===== src/design/plis_pkg.sv =====
`default_nettype none
package plis_pkg;

    localparam int LABELS_DEFAULT = 256;
    localparam int QUEUE_DEPTH_DEFAULT = 2;

    localparam int OP_W = 2;
    localparam int LABEL_W = 8;
    localparam int GREY_W = 16;
    localparam int COUNT_W = 40;
    localparam int SUM_W = 64;
    localparam int SQUARE_W = 32;

    typedef enum logic [OP_W-1:0] {
        OP_ACC   = 2'd0,
        OP_READ  = 2'd1,
        OP_CLEAR = 2'd2,
        OP_NONE  = 2'd3
    } op_t;

    // Work classes handed from the front to the back
    typedef enum logic [1:0] {
        K_ACC,
        K_READ,
        K_READ_ZERO,
        K_CLEAR
    } kind_t;

    typedef struct packed {
        kind_t                     kind;
        logic [LABEL_W-1:0]        label;
        logic signed [GREY_W-1:0]  grey;
    } entry_t;

    typedef struct packed {
        logic [COUNT_W-1:0] count;
        logic [SUM_W-1:0]   sum;
        logic [SUM_W-1:0]   square_sum;
    } stat_word_t;

    localparam int WORD_W = $bits(stat_word_t);

    typedef struct packed {
        logic clearing;
    } back_status_t;

    typedef enum logic [1:0] {
        ST_CLEAR,
        ST_IDLE,
        ST_UPDATE,
        ST_READ
    } back_state_t;

endpackage
`default_nettype wire


===== src/design/plis_queue.sv =====
`default_nettype none
module plis_queue #(
    parameter int DEPTH = plis_pkg::QUEUE_DEPTH_DEFAULT
) (
    input  wire logic              aclk,
    input  wire logic              aresetn,
    input  wire logic              push,
    input  wire plis_pkg::entry_t  push_entry,
    output logic                   full,
    input  wire logic              pop,
    output logic                   valid,
    output plis_pkg::entry_t       head
);

    import plis_pkg::*;

    localparam int PTR_W = $clog2(DEPTH);
    localparam int CNT_W = $clog2(DEPTH + 1);

    entry_t             slot_reg [DEPTH];
    logic [PTR_W-1:0]   wr_ptr_reg, wr_ptr_next;
    logic [PTR_W-1:0]   rd_ptr_reg, rd_ptr_next;
    logic [CNT_W-1:0]   count_reg, count_next;

    assign full  = count_reg == CNT_W'(DEPTH);
    assign valid = count_reg != '0;
    assign head  = slot_reg[rd_ptr_reg];

    always_comb begin
        wr_ptr_next = wr_ptr_reg;
        rd_ptr_next = rd_ptr_reg;
        count_next  = count_reg;
        if (push) begin
            wr_ptr_next = (wr_ptr_reg == PTR_W'(DEPTH - 1)) ? '0 : wr_ptr_reg + 1'b1;
        end
        if (pop) begin
            rd_ptr_next = (rd_ptr_reg == PTR_W'(DEPTH - 1)) ? '0 : rd_ptr_reg + 1'b1;
        end
        if (push && !pop) begin
            count_next = count_reg + 1'b1;
        end else if (pop && !push) begin
            count_next = count_reg - 1'b1;
        end
    end

    always_ff @(posedge aclk) begin
        if (!aresetn) begin
            wr_ptr_reg <= '0;
            rd_ptr_reg <= '0;
            count_reg  <= '0;
        end else begin
            wr_ptr_reg <= wr_ptr_next;
            rd_ptr_reg <= rd_ptr_next;
            count_reg  <= count_next;
        end
    end

    always_ff @(posedge aclk) begin
        if (push) begin
            slot_reg[wr_ptr_reg] <= push_entry;
        end
    end

endmodule
`default_nettype wire


===== config.mk =====
export PLATFORM = sky130hd
export DESIGN_NAME = plis_queue
export DESIGN_NICKNAME = d
export VERILOG_FILES = /design/src/design/plis_pkg.sv /design/src/design/plis_queue.sv
export SDC_FILE = /design/constraint.sdc
export NUM_CORES = 1
export LEC_CHECK = 0
export BUFFER_PORTS_ARGS = -buffer_cell sky130_fd_sc_hd__buf_2
export CAP_MARGIN = 20
export CELL_PAD_IN_SITES_DETAIL_PLACEMENT = 1
export CELL_PAD_IN_SITES_GLOBAL_PLACEMENT = 2
export CORE_ASPECT_RATIO = 2
export CORE_MARGIN = 3
export CORE_UTILIZATION = 38
export CTS_BUF_LIST = sky130_fd_sc_hd__clkbuf_2 sky130_fd_sc_hd__clkbuf_4 sky130_fd_sc_hd__clkbuf_8
export DETAILED_ROUTE_END_ITERATION = 16
export PLACE_DENSITY = 0.77
export SLEW_MARGIN = 5
export SYNTH_ARGS = -nofsm -noshare
export SYNTH_HDL_FRONTEND = slang
export SYNTH_SLANG_ARGS = --single-unit

===== constraint.sdc =====
create_clock -name aclk -period 2.6 [get_ports aclk]
set_input_delay 0.26 -clock aclk [delete_from_list [all_inputs] [get_ports aclk]]
set_output_delay 0.26 -clock aclk [all_outputs]
set_load 0.01 [all_outputs]

==> run summary <==
The library cell used most frequently in the layout, excluding fill and tap cells, is sky130_fd_sc_hd__buf_2. The floorplan core area is approximately 5200 um2. The number of hold-slack violations in the final timing report is 0. The switching power came out at 432 uW.

The overall power came out at 2.03 mW. The path type of the worst min-delay path is in2reg. The first-pass GRT wire length is 6.38 mm. Of the total power, the share spent switching nets is 0.212. In the routed design, unresolved DRC markers number 0. The startpoint identified for the worst register-to-register timing path is wr_ptr_reg.

The final critical-path required period is ~1.7 ns. The routed wire length is approximately 4 mm. The share of total power dissipated in combinational logic is 0.108.

The die covers 6520 um2. The aggregate global routing overflow is 0. After synthesis, the cell types taking the most area are sky130_fd_sc_hd__edfxtp_1 (74%), sky130_fd_sc_hd__mux2_2 (14%), sky130_fd_sc_hd__dfxtp_1 (4.8%), sky130_fd_sc_hd__and2_1 (1.2%), sky130_fd_sc_hd__buf_6 (1.1%). The ratio of cells with drive above 1 in the final layout is 0.583. The cell sitting at the root of the clock tree is a sky130_fd_sc_hd__clkbuf_8. The number of antenna violations at the first check in global routing is 0. The TritonCTS clock tree is yes. After detailed placement, the total cell area comes to 2460 um2. Entering global routing, the biggest net connects 28 pins. The top fanout value on the critical path is 26.

The post-layout net count is 202. The met3 track demand over resource is 0.0524. The part of the total power dissipated in sequential elements is 0.527. The antenna diode count is 0. The number of global-route vias before repair is 1312.

In this run the critical register-to-register path is captured at slot_reg[1][16]. The maximum clock rate came out at 580 MHz. The number of nets with antenna violations after detailed routing came out at 0. The number of I/O port buffers came out at 57. The startpoint of the lowest-slack hold path is push_entry[3].

Counting instances, the worst hold path has a depth of 1. The setup TNS after final layout came out at 0 ns. The flow ran to the end, and the final reports show no timing, DRC or antenna violations. The routing usage on met1 came out at 0.112.

The number of placement rows is 37. The startpoint kind of the worst setup timing path is a register. After synthesis, the mean cell area works out to 20.4 um2. The worst-case hold path end point is slot_reg[1][3].

The register clock-pin slew on the reported worst setup and hold paths is approximately 0.060 ns. The total setup violations reported at the end of the flow is 0. Dividing the detail-routed wire length by the instance count gives 17.4 um. Hold repair after CTS inserted 0 buffers. The worst slew margin relative to its limit came out at 0.745. The count of H-tree levels built during CTS is 3. The library cell with the largest summed area after synthesis is sky130_fd_sc_hd__edfxtp_1. In this run the power density over the cells is slightly below 800 nW/um2. The Yosys step of the flow raised 0 warnings. The endpoint arrival time on the critical path came out at between 1 and 1.5 ns. The number of nets in the synthesized netlist is ~130. The later pin in the worst-skew pair is clocked with a latency of approximately 0.32 ns. The finished layout cell area is about 2600 um2.

The critical path is of the reg2out type. Measured along the y axis, the die boundary spans 111 um. In this run the static leakage power is 1.02 nW.

Dividing the detail-routed via count by the number of cells gives 4.76. The starting density of the core is 0.402. The total number of vias is 1110. For the worst setup path, the data required time is between 2 and 2.5 ns. The total routing resource utilization after global routing is 0.140. Setup repair after global routing left no endpoint under its margin. No sink is reached through more buffers than the 2 on the longest clock path.

The flip-flop count of the largest register after layout is 52. The transition time at the pin with the least slew margin is 0.382 ns. The number of clock buffers added by TritonCTS is 9. The fraction of the yosys area taken by sequential cells is 0.790. The global routing met2 resource utilization is 0.264. The final design utilization came out at 0.504.

The total number of clock tree sinks is 57. Synthesis inferred 57 register bits. The number of ports placed on the die boundary came out at 58. The internal power contribution came out at 1.60 mW.

The number of setup buffers added after CTS came out at 0. The worst clock skew on the final layout came out at between 0.004 and 0.005 ns. STA classifies the critical path endpoint as an output pin. The half-perimeter wire length of the detailed placement result came out at 2.91 mm. The number of max-capacitance violations reported came out at 0. The final weighted congestion in routability-driven placement is roughly 0.70. The post-synthesis cell area came out at 2100 um2. After global routing, the most crowded layer is met2.

The area share of the largest cell type after synthesis came out at 0.742. The number of gates given a new drive strength after cts came out at 0. The final number of max-transition violations came out at 0. The final clock period utilization by the worst path is 0.663. The tightest hold margin came out at between 0.1 and 0.15 ns. The count of cells along the worst register-to-register path came out at 2.

Synthesis produced a netlist whose cell count is 103. The worst register-to-register path has a setup slack of between 1 and 1.5 ns. The area added between synthesis and finish is 25.4%. The chip width came out at 58.6 um.

Before antenna repair, the detailed router went through 3 iterations. The worst supply voltage drop on vdd came out at 0.488 mV. The top cell types in the final layout, fill and taps aside, are sky130_fd_sc_hd__buf_2 (57), sky130_fd_sc_hd__edfxtp_1 (52), sky130_fd_sc_hd__mux2_2 (26). The fraction of power consumed by the clock network is 0.364. The DRC violation total after the first TritonRoute iteration came out at 26.

The number of library cell types mapped by synthesis came out at 17.
## critical path, cell delays in order (launching register included)
cell	delay, ns
sky130_fd_sc_hd__dfxtp_1	0.30
sky130_fd_sc_hd__buf_4	0.31
sky130_fd_sc_hd__mux2_2	0.38
sky130_fd_sc_hd__buf_2	0.14
## logic make-up after synthesis
logic type / after synthesis / synth area share
multiplexers: 26 / 0.139
flip-flops: 57 / 0.790
XOR/XNOR: 3 / 0.0125
adder cells (fa/ha/maj): 1 / 0.00595
AND/OR/NAND/NOR: 9 / 0.0280
buffers and inverters: 4 / 0.0149
AO/OA/AOI/OAI: 3 / 0.00952
## power by group through the flow
stage               logic, mW  clock network [mW]  registers [mW]
detailed placement      0.226                   0            1.09
finish                  0.220               0.741            1.07
floorplan               0.134                   0            1.09
global placement        0.218                   0            1.09
global route            0.243               0.801            1.08
CTS                     0.227               0.761            1.07
## metrics by stage
step,setup slack (ns),instances
after floorplan,0.672,103
after global placement,1.19,218
after detailed placement,1.18,218
after CTS,0.828,233
after global routing,0.787,233
final,0.876,233
## how the worst max path moves through the flow
| stage | endpoint | slack (ns) | cells after the start |
|---|---|---|---|
| after floorplan | slot_reg[0][0] | 0.67 | 1 |
| after global placement | head[13] | 1.19 | 3 |
| after detailed placement | head[13] | 1.18 | 3 |
| after CTS | head[13] | 0.83 | 3 |
| after global routing | head[18] | 0.79 | 3 |
| final | head[18] | 0.88 | 3 |
## cells in the mapped netlist
| master | number |
|---|---|
| sky130_fd_sc_hd__edfxtp_1 | 52 |
| sky130_fd_sc_hd__mux2_2 | 26 |
| sky130_fd_sc_hd__dfxtp_1 | 5 |
| sky130_fd_sc_hd__and2_1 | 4 |
| sky130_fd_sc_hd__buf_6 | 2 |
| sky130_fd_sc_hd__nor2b_1 | 2 |
| sky130_fd_sc_hd__xor2_1 | 2 |
| sky130_fd_sc_hd__a21boi_1 | 1 |
| sky130_fd_sc_hd__and2b_2 | 1 |
| sky130_fd_sc_hd__buf_2 | 1 |
| sky130_fd_sc_hd__ha_1 | 1 |
| sky130_fd_sc_hd__inv_1 | 1 |
| sky130_fd_sc_hd__o21a_1 | 1 |
| sky130_fd_sc_hd__o21ai_0 | 1 |
| sky130_fd_sc_hd__or2_2 | 1 |
| sky130_fd_sc_hd__or3_1 | 1 |
| sky130_fd_sc_hd__xnor2_1 | 1 |
## cell type report
| type | count | area, um2 |
|---|---|---|
| timing repair buffer | 60 | 308 |
| fill | 531 | 2590 |
| clock inverter | 5 | 47.5 |
| clock buffer | 10 | 131 |
| inverter | 1 | 3.75 |
| multi-input combinational | 42 | 413 |
| sequential | 57 | 1660 |
| tap | 58 | 72.6 |
## metal layers
layer / wire, um / vias up
met3: 279 / 9
met1: 1230 / 539
met2: 2440 / 35
li1: - / 527
met5: 0 / -
met4: 101 / 0
No activity file was read; power rests on OpenSTA's default activity.
